## config.mk

```make
export PLATFORM = sky130hd
export DESIGN_NAME = jis_to_sjis_decoder_top
export DESIGN_NICKNAME = d
export VERILOG_FILES = /design/src/rtl/jts_pkg.sv /design/src/rtl/jts_front.sv /design/src/rtl/jts_fifo.sv /design/src/rtl/jts_back.sv /design/src/rtl/jis_to_sjis_decoder_top.sv
export VERILOG_INCLUDE_DIRS = /design/src /design/src/rtl
export SDC_FILE = /design/constraint.sdc
export NUM_CORES = 1
export LEC_CHECK = 0
export BUFFER_PORTS_ARGS = -buffer_cell sky130_fd_sc_hd__clkbuf_2
export CAP_MARGIN = 20
export CORE_ASPECT_RATIO = 1.4
export CORE_UTILIZATION = 35
export CTS_CLUSTER_SIZE = 16
export DETAILED_ROUTE_END_ITERATION = 8
export HOLD_SLACK_MARGIN = 0.02
export PLACE_DENSITY = 0.6
export SYNTH_ARGS = -nofsm -noshare
export SYNTH_HDL_FRONTEND = slang
export SYNTH_HIERARCHICAL = 1
export SYNTH_SLANG_ARGS = --single-unit
```

## constraint.sdc

```tcl
create_clock -name i_clk -period 7 [get_ports i_clk]
set_input_delay 0.7 -clock i_clk [delete_from_list [all_inputs] [get_ports i_clk]]
set_output_delay 0.7 -clock i_clk [all_outputs]
set_load 0.02 [all_outputs]
```

## src/rtl/jis_to_sjis_decoder_top_macros.svh

```systemverilog
// ----------------------------------------------------------------------------
// assertion macros for the jis to sjis decoder
// ----------------------------------------------------------------------------
`ifndef JIS_TO_SJIS_DECODER_TOP_MACROS_SVH
`define JIS_TO_SJIS_DECODER_TOP_MACROS_SVH

`ifndef NO_ASSERTIONS
// property that holds whenever out of reset
`define JTS_ASSERT(lbl, clk, rst_n, prop, msg) \
    lbl: assert property (@(posedge clk) disable iff (!rst_n) (prop)) else $error(msg);
// condition in the cycle after a trigger
`define JTS_ASSERT_NEXT(lbl, clk, rst_n, pre, post, msg) \
    lbl: assert property (@(posedge clk) disable iff (!rst_n) (pre) |=> (post)) else $error(msg);
`else
`define JTS_ASSERT(lbl, clk, rst_n, prop, msg)
`define JTS_ASSERT_NEXT(lbl, clk, rst_n, pre, post, msg)
`endif

`endif

```

## src/rtl/jts_pkg.sv

```systemverilog
`timescale 1ns / 1ps
// ----------------------------------------------------------------------------
// jts_pkg
// types and constants shared by the iso-2022-jp to shift_jis decoder
// ----------------------------------------------------------------------------
package jts_pkg;

    localparam logic [7:0] BYTE_ESC    = 8'h1B;
    localparam logic [7:0] BYTE_DOLLAR = 8'h24;
    localparam logic [7:0] BYTE_PAREN  = 8'h28;
    localparam logic [7:0] ROW_BASE    = 8'h70;
    localparam logic [7:0] COL_ODD     = 8'h1F;
    localparam logic [7:0] COL_EVEN    = 8'h7D;
    localparam logic [7:0] ROW_GAP_LO  = 8'hA0;
    localparam logic [7:0] ROW_GAP_ADD = 8'h40;
    localparam logic [7:0] COL_GAP_LO  = 8'h7F;

    typedef struct packed {
        logic [7:0] in_byte;
        logic       in_last;
    } t_in_item;

    typedef struct packed {
        logic [7:0] out_byte;
        logic       out_valid;
        logic       out_last;
    } t_out_item;

    typedef enum logic [1:0] {
        ESC_IDLE,
        ESC_MODE,
        ESC_FINAL
    } t_esc_state;

    typedef enum logic [1:0] {
        CMD_SINGLE,
        CMD_DOUBLE,
        CMD_MARKER
    } t_cmd_kind;

    typedef struct packed {
        t_cmd_kind  kind;
        logic [7:0] byte0;
        logic [7:0] byte1;
        logic       last;
    } t_cmd;

    typedef struct packed {
        logic full;
        logic empty;
    } t_queue_status;

endpackage

```

## src/rtl/jts_front.sv

```systemverilog
`timescale 1ns / 1ps
// ----------------------------------------------------------------------------
// jts_front
// accepts input bytes, tracks escape and pair state, issues output commands
// ----------------------------------------------------------------------------
module jts_front (
    input  logic                   i_clk,
    input  logic                   i_rst_n,
    input  logic                   i_valid,
    input  jts_pkg::t_in_item      i_data,
    output logic                   o_stall,
    input  jts_pkg::t_queue_status i_status,
    output logic                   o_push,
    output jts_pkg::t_cmd          o_cmd
);
    import jts_pkg::*;

    t_esc_state r_esc, n_esc;
    logic       r_mode, n_mode;
    logic       r_pending, n_pending;
    logic [7:0] r_first, n_first;

    logic       w_accept;
    logic       w_esc_start;
    logic       w_emit_single;
    logic       w_emit_double;
    logic [7:0] w_half;
    logic [7:0] w_s1_raw;
    logic [7:0] w_s2_raw;
    logic [7:0] w_s1;
    logic [7:0] w_s2;

    assign o_stall     = i_status.full;
    assign w_accept    = i_valid && !i_status.full;
    assign w_esc_start = !r_pending && (i_data.in_byte == BYTE_ESC);

    // next state
    always_comb begin
        n_esc     = r_esc;
        n_mode    = r_mode;
        n_pending = r_pending;
        n_first   = r_first;
        if (w_accept) begin
            case (r_esc)
                ESC_MODE: begin
                    if (i_data.in_byte == BYTE_DOLLAR) begin
                        n_mode = 1'b1;
                    end else if (i_data.in_byte == BYTE_PAREN) begin
                        n_mode = 1'b0;
                    end
                    n_esc = ESC_FINAL;
                end
                ESC_FINAL: begin
                    n_esc = ESC_IDLE;
                end
                ESC_IDLE: begin
                    if (w_esc_start) begin
                        n_esc = ESC_MODE;
                    end else if (r_mode) begin
                        if (!r_pending) begin
                            n_pending = 1'b1;
                            n_first   = i_data.in_byte;
                        end else begin
                            n_pending = 1'b0;
                            n_first   = 8'h00;
                        end
                    end
                end
                default: begin
                    n_esc = ESC_IDLE;
                end
            endcase
            // end of string drops any half-finished pair or escape
            if (i_data.in_last) begin
                n_esc     = ESC_IDLE;
                n_mode    = 1'b0;
                n_pending = 1'b0;
                n_first   = 8'h00;
            end
        end
    end

    always_ff @(posedge i_clk) begin
        if (!i_rst_n) begin
            r_esc     <= ESC_IDLE;
            r_mode    <= 1'b0;
            r_pending <= 1'b0;
            r_first   <= 8'h00;
        end else begin
            r_esc     <= n_esc;
            r_mode    <= n_mode;
            r_pending <= n_pending;
            r_first   <= n_first;
        end
    end

    // odd/even row rule, (j1 + 1) / 2 for odd j1 without a ninth bit
    assign w_half   = {1'b0, r_first[7:1]} + {7'd0, r_first[0]};
    assign w_s1_raw = w_half + ROW_BASE;
    assign w_s2_raw = i_data.in_byte + (r_first[0] ? COL_ODD : COL_EVEN);
    assign w_s1     = (w_s1_raw >= ROW_GAP_LO) ? (w_s1_raw + ROW_GAP_ADD) : w_s1_raw;
    assign w_s2     = (w_s2_raw >= COL_GAP_LO) ? (w_s2_raw + 8'd1) : w_s2_raw;

    // outputs
    always_comb begin
        w_emit_single = 1'b0;
        w_emit_double = 1'b0;
        case (r_esc)
            ESC_IDLE: begin
                w_emit_single = !w_esc_start && !r_mode;
                w_emit_double = !w_esc_start && r_mode && r_pending;
            end
            default: begin
                w_emit_single = 1'b0;
                w_emit_double = 1'b0;
            end
        endcase
    end

    always_comb begin
        o_push      = w_accept && (w_emit_single || w_emit_double || i_data.in_last);
        o_cmd.last  = i_data.in_last;
        o_cmd.byte0 = i_data.in_byte;
        o_cmd.byte1 = w_s2;
        o_cmd.kind  = CMD_MARKER;
        if (w_emit_double) begin
            o_cmd.kind  = CMD_DOUBLE;
            o_cmd.byte0 = w_s1;
        end else if (w_emit_single) begin
            o_cmd.kind = CMD_SINGLE;
        end
    end

endmodule

```

## src/rtl/jts_fifo.sv

```systemverilog
`timescale 1ns / 1ps
// ----------------------------------------------------------------------------
// jts_fifo
// short command queue between the front and back ends
// ----------------------------------------------------------------------------
module jts_fifo #(
    parameter int DEPTH = 4
) (
    input  logic                   i_clk,
    input  logic                   i_rst_n,
    input  logic                   i_push,
    input  jts_pkg::t_cmd          i_cmd,
    input  logic                   i_pop,
    output jts_pkg::t_cmd          o_cmd,
    output jts_pkg::t_queue_status o_status
);
    import jts_pkg::*;

    localparam int PTR_W = (DEPTH > 1) ? $clog2(DEPTH) : 1;
    localparam int CNT_W = $clog2(DEPTH + 1);

    t_cmd             r_mem [DEPTH];
    logic [PTR_W-1:0] r_wr_ptr, n_wr_ptr;
    logic [PTR_W-1:0] r_rd_ptr, n_rd_ptr;
    logic [CNT_W-1:0] r_count, n_count;
    logic             w_push;
    logic             w_pop;

    assign o_status.full  = (r_count == CNT_W'(DEPTH));
    assign o_status.empty = (r_count == '0);
    assign w_push         = i_push && !o_status.full;
    assign w_pop          = i_pop && !o_status.empty;
    assign o_cmd          = r_mem[r_rd_ptr];

    always_comb begin
        n_wr_ptr = r_wr_ptr;
        n_rd_ptr = r_rd_ptr;
        n_count  = r_count;
        if (w_push) begin
            n_wr_ptr = (r_wr_ptr == PTR_W'(DEPTH - 1)) ? '0 : r_wr_ptr + PTR_W'(1);
        end
        if (w_pop) begin
            n_rd_ptr = (r_rd_ptr == PTR_W'(DEPTH - 1)) ? '0 : r_rd_ptr + PTR_W'(1);
        end
        if (w_push && !w_pop) begin
            n_count = r_count + CNT_W'(1);
        end else if (w_pop && !w_push) begin
            n_count = r_count - CNT_W'(1);
        end
    end

    always_ff @(posedge i_clk) begin
        if (!i_rst_n) begin
            r_wr_ptr <= '0;
            r_rd_ptr <= '0;
            r_count  <= '0;
        end else begin
            r_wr_ptr <= n_wr_ptr;
            r_rd_ptr <= n_rd_ptr;
            r_count  <= n_count;
        end
    end

    always_ff @(posedge i_clk) begin
        if (w_push) begin
            r_mem[r_wr_ptr] <= i_cmd;
        end
    end

endmodule

```

## src/rtl/jts_back.sv

```systemverilog
`timescale 1ns / 1ps
// ----------------------------------------------------------------------------
// jts_back
// turns queued commands into one or two output beats
// ----------------------------------------------------------------------------
`include "jis_to_sjis_decoder_top_macros.svh"

module jts_back (
    input  logic                   i_clk,
    input  logic                   i_rst_n,
    input  jts_pkg::t_queue_status i_status,
    input  jts_pkg::t_cmd          i_cmd,
    output logic                   o_pop,
    output logic                   o_valid,
    output jts_pkg::t_out_item     o_data,
    input  logic                   i_stall
);
    import jts_pkg::*;

    logic r_second, n_second;
    logic w_take;

    assign o_valid = !i_status.empty;
    assign w_take  = o_valid && !i_stall;
    assign o_pop   = w_take && ((i_cmd.kind != CMD_DOUBLE) || r_second);

    always_comb begin
        n_second = r_second;
        if (w_take && (i_cmd.kind == CMD_DOUBLE)) begin
            n_second = !r_second;
        end
    end

    always_ff @(posedge i_clk) begin
        if (!i_rst_n) begin
            r_second <= 1'b0;
        end else begin
            r_second <= n_second;
        end
    end

    always_comb begin
        case (i_cmd.kind)
            CMD_SINGLE: begin
                o_data = '{out_byte: i_cmd.byte0, out_valid: 1'b1, out_last: i_cmd.last};
            end
            CMD_DOUBLE: begin
                // lead byte never closes the string
                if (r_second) begin
                    o_data = '{out_byte: i_cmd.byte1, out_valid: 1'b1,
                               out_last: i_cmd.last};
                end else begin
                    o_data = '{out_byte: i_cmd.byte0, out_valid: 1'b1, out_last: 1'b0};
                end
            end
            default: begin
                o_data = '{out_byte: 8'h00, out_valid: 1'b0, out_last: 1'b1};
            end
        endcase
    end

    `JTS_ASSERT(a_second_on_double, i_clk, i_rst_n, !r_second || (o_valid && i_cmd.kind == CMD_DOUBLE), "trail beat pending without a double command at the head")
    `JTS_ASSERT_NEXT(a_trail_clears, i_clk, i_rst_n, w_take && r_second, !r_second, "trail beat phase did not clear after delivery")
    `JTS_ASSERT(a_lead_not_last, i_clk, i_rst_n, !(o_valid && i_cmd.kind == CMD_DOUBLE && !r_second) || !o_data.out_last, "lead byte of a pair marked last")

endmodule

```

## src/rtl/jis_to_sjis_decoder_top.sv

```systemverilog
`timescale 1ns / 1ps
// ----------------------------------------------------------------------------
// jis_to_sjis_decoder_top
// iso-2022-jp byte stream to shift_jis byte stream decoder
// ----------------------------------------------------------------------------
// One input byte is accepted every cycle while the command queue has room;
// o_in_stall rises only when the QUEUE_DEPTH-entry queue is full. Commands are
// registered in the queue, and the back end turns the head into beats. A copied
// byte or an end-of-string marker takes one output beat, a converted double-byte
// pair takes two beats from the back end, so the output side delivers one beat
// per cycle while the queue is not empty and i_out_stall is low; the queue absorbs
// the burst of a pair. Escape sequences and the first byte of a pair produce no
// beat. A byte with in_last set closes the string: its last beat carries out_last,
// or a bare marker with out_valid low is sent, and the mode returns to single-byte.
module jis_to_sjis_decoder_top #(
    parameter int QUEUE_DEPTH = 4
) (
    input  logic               i_clk,
    input  logic               i_rst_n,
    input  logic               i_in_valid,
    input  jts_pkg::t_in_item  i_in_data,
    output logic               o_in_stall,
    output logic               o_out_valid,
    output jts_pkg::t_out_item o_out_data,
    input  logic               i_out_stall
);
    import jts_pkg::*;

    t_queue_status w_status;
    t_cmd          w_push_cmd;
    t_cmd          w_head_cmd;
    logic          w_push;
    logic          w_pop;

    jts_front u_front (
        .i_clk    (i_clk),
        .i_rst_n  (i_rst_n),
        .i_valid  (i_in_valid),
        .i_data   (i_in_data),
        .o_stall  (o_in_stall),
        .i_status (w_status),
        .o_push   (w_push),
        .o_cmd    (w_push_cmd)
    );

    jts_fifo #(
        .DEPTH (QUEUE_DEPTH)
    ) u_fifo (
        .i_clk    (i_clk),
        .i_rst_n  (i_rst_n),
        .i_push   (w_push),
        .i_cmd    (w_push_cmd),
        .i_pop    (w_pop),
        .o_cmd    (w_head_cmd),
        .o_status (w_status)
    );

    jts_back u_back (
        .i_clk    (i_clk),
        .i_rst_n  (i_rst_n),
        .i_status (w_status),
        .i_cmd    (w_head_cmd),
        .o_pop    (w_pop),
        .o_valid  (o_out_valid),
        .o_data   (o_out_data),
        .i_stall  (i_out_stall)
    );

endmodule
```

==> impl_metrics.tcl, run 1 <==
set metrics [dict create \
    num-fill-cells 1297 \
    criticalPathCategory "reg2reg" \
    cts_buffers 9 \
    clockPowerShare_pct 27.6 \
    cts_num_sinks 98 \
    final.min_clock_period_ps 3430 \
    drc 0 \
    p_switching_mw 0.512 \
    rows 50 \
    clockRootBuffer "clkbuf_16" \
    p_sw_share_pct 29.7 \
    die_area_um2 14500 \
    drt-pass1-iter-count 4 \
    gp_congestion 0.872 \
    crit_slowest_cell "dfxtp_1" \
    synth-main-ff-cell "edfxtp_1" \
    min_path_type "reg2reg" \
    leakagePower_nw 1.92 \
    die_y_um 142 \
    p_comb_share_pct 27.9 \
    netlist_instances 372 \
    wire_per_inst_um 16.0 \
    ys_ff_latch 98 \
    setup-violations-final 0 \
    crit_required_ps 7260 \
    vias 2915 \
    core_um2 13500 \
    grt_max_degree 27 \
    drive_gt1_share_pct 18.1 \
    fin_crit_sh_pct 49.0 \
    crit_path_end_kind "register" \
    cp-start-kind "register" \
    synth_edf_count 76 \
    placedInstanceArea_um2 5120 \
    drtIter0Drc 104 \
    arrival_ps 3700 \
    slew_viol_final 0 \
    finalNetCount 417 \
    avgSynthCellArea_um2 13.2 \
    status "completed" \
    grt_usage_pct 13.5 \
    antenna_cells 0 \
    p_int_mw 1.21 \
    vias_per_cell 5.07 \
    postRouteWirelength_um 9180 \
    synthArstFlopShare_pct 0 \
    synth_area_um2 4920 \
    clkSlewWorstSetupHoldPaths_ps 60 \
    seq_area_frac_synth_pct 55.4 \
    cts_resized 0 \
    seq_power_share_pct 44.5 \
    skew_ps 9.59 \
    tritoncts "done" \
    ys_types 55 \
    die_x_um 102 \
    rsz0062_at_grt "false" \
    final_cell_mix "edfxtp_1, nand2_1, nand3_1, clkbuf_2, dfxtp_1" \
    dpl.hpwl_um 6530 \
    gr-total-overflow 0 \
    start_util_pct 36.4 \
    cts.htree.levels 3 \
    port_buffers 24 \
    hold_violations 0 \
    finalSetupTns_ps 0 \
    clock_latency_ps 340 \
    cp_cell_sequence "mux4_1 > nand2b_1 > o21a_1 > o31ai_1 > ha_1 > inv_1 > fa_1 > xor2_1 > or3_1 > a21boi_0" \
    cp_max_fo 19 \
    crit_path_max_incr_delay_ps 850 \
    vdd_drop_max_v 0.000113 \
    final_util_pct 40.1 \
    layout_commonest_cell "edfxtp_1" \
    grt_pass1_vias 2858 \
    postLayoutCellArea_um2 5420 \
    fmax_ghz 0.291 \
    ctsHoldBuffers 0 \
    grt_pass1_wl_um 14800 \
    total_power_mw 1.72 \
    ys_warn_count 6 \
    worst_pin_slew_ps 990 \
    cap_violations 0 \
    clockBufferDepth 2 \
    ant_nets 0 \
    slew_headroom_pct 34.0 \
    post_cts_buffers 0 \
    p_per_area_nw_per_um2 318 \
    antenna_found_initial 0 \
    hold_ws_ps 473 \
    syn_nets 401 \
    ios 25 \
    syn2layout_area_growth_pct 10.2 \
]
power by group through the flow:
stage                     combinational (mW)  clock [mW]  sequential, mW
after floorplan                        0.398           0           0.761
after global placement                 0.478           0           0.776
after detailed placement               0.487           0           0.780
after CTS                              0.489       0.486           0.767
after global routing                   0.534       0.508           0.775
final                                  0.480       0.475           0.766
logic make-up (layout without fill, tap and decap cells):
kind of cell / Yosys count / count (layout) / share of synthesized area (%)
adder cells (fa/ha/maj): 16 / 16 / 4.38
AND/OR/NAND/NOR: 115 / 115 / 12.3
flip-flops: 98 / 98 / 55.4
buffers and inverters: 35 / 56 / 4.20
XOR/XNOR: 16 / 16 / 3.15
AO/OA/AOI/OAI: 66 / 66 / 9.74
multiplexers: 26 / 26 / 10.9
area by class of cell:
class / count / area (um2) / area share [%]
clock buffer: 15 / 290 / 5.36
clock inverter: 1 / 5.00 / 0.0923
multi-input combinational: 239 / 1990 / 36.7
timing repair buffer: 26 / 133 / 2.45
tap: 182 / 228 / 4.20
inverter: 14 / 52.6 / 0.970
sequential: 98 / 2720 / 50.2
sequential cells by signal, indices dropped and copies added, names as in the netlist, named ones only:
name / count
u_fifo/r_wr_ptr: 2
u_fifo/r_count: 3
u_front/r_first: 8
u_fifo/r_mem: 76
u_front/r_pending: 1
u_fifo/r_rd_ptr: 2
u_back/r_second: 1
u_front/r_esc: 2
u_front/r_mode: 1
through the flow:
step	std cells	setup WS [ps]
2_1_floorplan	372	4060
3_3_place_gp	558	3640
3_5_place_dp	558	3430
4_1_cts	574	3500
5_1_grt	575	3230
6_report	575	3570
synthesized netlist by cell type, types with 7 or more instances:
master	number	area, um2
edfxtp_1	76	2280
nand2_1	36	135
nand3_1	28	140
dfxtp_1	22	440
o21ai_0	20	100
ha_1	14	175
inv_1	14	52.6
a21oi_1	13	65.1
mux4_2	10	225
nor2_1	10	37.5
mux4_1	9	236
xnor2_1	8	70.1
nor3_1	7	35.0
path summary, 6_finish.rpt:
path,end,start,depth (start not counted),slack [ps]
max,u_fifo/r_count[2]$_SDFFE_PN0P_,register,10,3570
max reg2reg,u_fifo/r_count[2]$_SDFFE_PN0P_,register,10,3570
min,u_front/r_first[1]$_SDFFE_PN0P_,u_front/r_first[1]$_SDFFE_PN0P_,2,470
min reg2reg,u_front/r_first[1]$_SDFFE_PN0P_,u_front/r_first[1]$_SDFFE_PN0P_,2,470
critical path: cells and delay by family (launching register included):
family	cells	cell delay, ps
adder cells (fa/ha/maj)	2	650
AO/OA/AOI/OAI	3	520
flip-flops	1	850
multiplexers	1	650
AND/OR/NAND/NOR	2	460
buffers and inverters	1	60
XOR/XNOR	1	160
routing by layer:
layer,GRT usage (%),share of wire (%),vias to the layer above
li1,-,-,1428
met1,16.8,45,1432
met2,23.1,50,44
met3,2.55,3.0,11
met4,5.34,1.9,0
met5,0,0,-
Power figures use the tool's default switching activity.
==> inputs of run 2 (changes only) <==
==> constraint.sdc (replaced) <==
create_clock -name i_clk -period 3.5 [get_ports i_clk]
set_input_delay 0.35 -clock i_clk [delete_from_list [all_inputs] [get_ports i_clk]]
set_output_delay 0.35 -clock i_clk [all_outputs]
set_load 0.02 [all_outputs]
==> run 2 against run 1 <==
  * Setup slack worse by 2900 ps
  * Sequential power is 100% higher
  * Flip-flop and latch count stayed put
  * First-iteration DRC count is 6.7% higher
  * Fmax is 20% higher
  * Clock skew is 5.9 ps lower
  * Count of clock-buffer cells in the layout is 3 lower
  * Non-clock buffer count is 3 higher
  * Sequential share of layout area is 0.46 points lower
  * Register-to-register slack worse by 2900 ps
  * Die area stayed put
  * Critical path type unchanged
  * Critical endpoint unchanged
  * Highest routed layer unchanged
==> impl_metrics.tcl, run 2 (synthesized netlist as in run 1, its figures left out) <==
set metrics [dict create \
    drc 0 \
    placedInstanceArea_um2 5150 \
    regMostFlops "u_fifo/r_mem" \
    cp_cell_sequence "nor3b_2 > nand2b_1 > a21oi_1 > nor2b_1 > ha_1 > inv_1 > fa_1 > xor2_1 > or3_1 > a21boi_0" \
    min_path_type "in2reg" \
    fin_crit_sh_pct 81.9 \
    hold_end "u_back/r_second$_SDFFE_PN0P_" \
    cts.htree.levels 3 \
    finalSetupTns_ps 0 \
    crit_path_max_incr_delay_ps 460 \
    finalNetCount 420 \
    drt-pass1-iter-count 4 \
    r2r-start "u_fifo/r_count[0]$_SDFFE_PN0P_" \
    rsz0062_at_grt "false" \
    final_cell_mix "edfxtp_1, nand2_1, nand3_1, clkbuf_2, dfxtp_1" \
    reg2reg_to "u_fifo/r_count[2]$_SDFFE_PN0P_" \
    postLayoutCellArea_um2 5470 \
    final_util_pct 40.5 \
    rr_worst_depth 10 \
    cts_resized 0 \
    pre_cts_slack_ps 422 \
    clockRootBuffer "clkbuf_16" \
    crit_required_ps 3750 \
    vias_per_cell 5.12 \
    gp_congestion 0.810 \
    antenna_found_initial 0 \
    reg_top3 "u_fifo/r_mem x76, u_front/r_first x8, u_fifo/r_count x3" \
    layout_commonest_cell "edfxtp_1" \
    cap_violations 0 \
    gr-total-overflow 0 \
    core_um2 13500 \
    start_util_pct 36.4 \
    num-fill-cells 1290 \
    cp_num_buf_inv 1 \
    drive_gt1_share_pct 19.2 \
    grt_pass1_vias 2885 \
    postRouteWirelength_um 9200 \
    grt_usage_pct 13.6 \
    status "completed" \
    antenna_cells 0 \
    clockBufferDepth 2 \
    largest_reg_flops 76 \
    ios 25 \
    port_buffers 24 \
    tritoncts "done" \
    cts_num_sinks 98 \
    die_x_um 102 \
    ant_nets 0 \
    p_int_mw 2.51 \
    p_switching_mw 1.03 \
    hold_path_depth 3 \
    cts_buffers 9 \
    crit_path_end_kind "register" \
    wire_per_inst_um 15.9 \
    dpl.hpwl_um 6650 \
    rows 50 \
    worst_pin_slew_ps 1110 \
    clkSlewWorstSetupHoldPaths_ps 60 \
    syn2layout_area_growth_pct 11.2 \
    clockPowerShare_pct 29.2 \
    crit_family "simple AND/OR/NAND/NOR gates" \
    post_cts_buffers 0 \
    fin_ws_ps 632 \
    grt_max_degree 27 \
    die_y_um 142 \
    vias 2958 \
    crit_slowest_cell "dfxtp_1" \
    ctsHoldBuffers 0 \
    leakagePower_nw 1.95 \
    grt_pass1_wl_um 14800 \
    drtIter0Drc 111 \
    vdd_drop_max_v 0.000263 \
    setup-violations-final 0 \
    cp-start-kind "register" \
    seq_power_share_pct 43.2 \
    p_comb_share_pct 27.6 \
    criticalPathCategory "reg2reg" \
    p_per_area_nw_per_um2 648 \
    arrival_ps 3120 \
    rrSetupSlack_ps 630 \
    skew_ps 3.66 \
    die_area_um2 14500 \
    slew_viol_final 0 \
    clock_latency_ps 330 \
    final.min_clock_period_ps 2870 \
    fmax_ghz 0.349 \
    slew_headroom_pct 25.8 \
    hold_violations 0 \
    cp_max_fo 7 \
    p_sw_share_pct 29.2 \
    hp-start "i_out_stall" \
]
[run 2: changes by cell type in the layout (fill, tap and decap cells not counted), sizes merged]
cell,before,now
buf,2,5
bufinv,0,2
inv,14,15
clkbuf,39,36
[run 2: cell type report]
type / count / area (um2) / share of cell area (%)
inverters: 14 / 52.6 / 0.961
well taps: 182 / 228 / 4.16
clock buffers: 12 / 246 / 4.51
multi-input cells: 239 / 1990 / 36.4
repair buffers: 29 / 158 / 2.88
flip-flops and latches: 98 / 2720 / 49.8
clock inverters: 4 / 73.8 / 1.35
[run 2: worst max path at each step]
stage | from | slack, ps | endpoint | cells past startpoint
after floorplan | register | 810 | u_fifo/r_count[2]$_SDFFE_PN0P_ | 10
after global placement | i_in_data[1] | 540 | u_fifo/r_count[2]$_SDFFE_PN0P_ | 12
after detailed placement | i_in_data[1] | 420 | u_fifo/r_count[2]$_SDFFE_PN0P_ | 12
after CTS | u_fifo/r_count[0]$_SDFFE_PN0P_ | 600 | u_fifo/r_count[2]$_SDFFE_PN0P_ | 10
after global routing | u_fifo/r_count[0]$_SDFFE_PN0P_ | 380 | u_fifo/r_count[2]$_SDFFE_PN0P_ | 10
final | u_fifo/r_count[0]$_SDFFE_PN0P_ | 630 | u_fifo/r_count[2]$_SDFFE_PN0P_ | 10
[run 2: worst register-to-register path, stage by stage, from the launching register on]
cell and delay [ps]:
dfxtp_1 460, nor3b_2 110, nand2b_1 280, a21oi_1 180
nor2b_1 430, ha_1 270, inv_1 60, fa_1 370
xor2_1 160, or3_1 300, a21boi_0 170
[run 2: routing by layer]
layer	vias to the layer above	routed length [um]	share of wire, %	track usage, %
met1	1456	4060	44	16.8
li1	1438	-	-	-
met3	9	290	3.2	2.36
met2	55	4710	51	23.0
met4	0	134	1.5	5.86
met5	-	0	0	0
[run 2: through the flow]
step / power [mW] / instances / hold slack (ps)
2_1_floorplan: 2.32 / 372 / 440
3_3_place_gp: 2.53 / 562 / 454
3_5_place_dp: 2.55 / 562 / 458
4_1_cts: 3.60 / 578 / 313
5_1_grt: 3.74 / 578 / 322
6_report: 3.54 / 578 / 320
[run 2: power by group through the flow]
stage	logic (mW)	clock network (mW)	registers [mW]
after floorplan	0.796	0	1.52
after global placement	0.978	0	1.55
after detailed placement	0.994	0	1.56
after CTS	0.999	1.06	1.53
after global routing	1.08	1.12	1.54
final	0.977	1.04	1.53
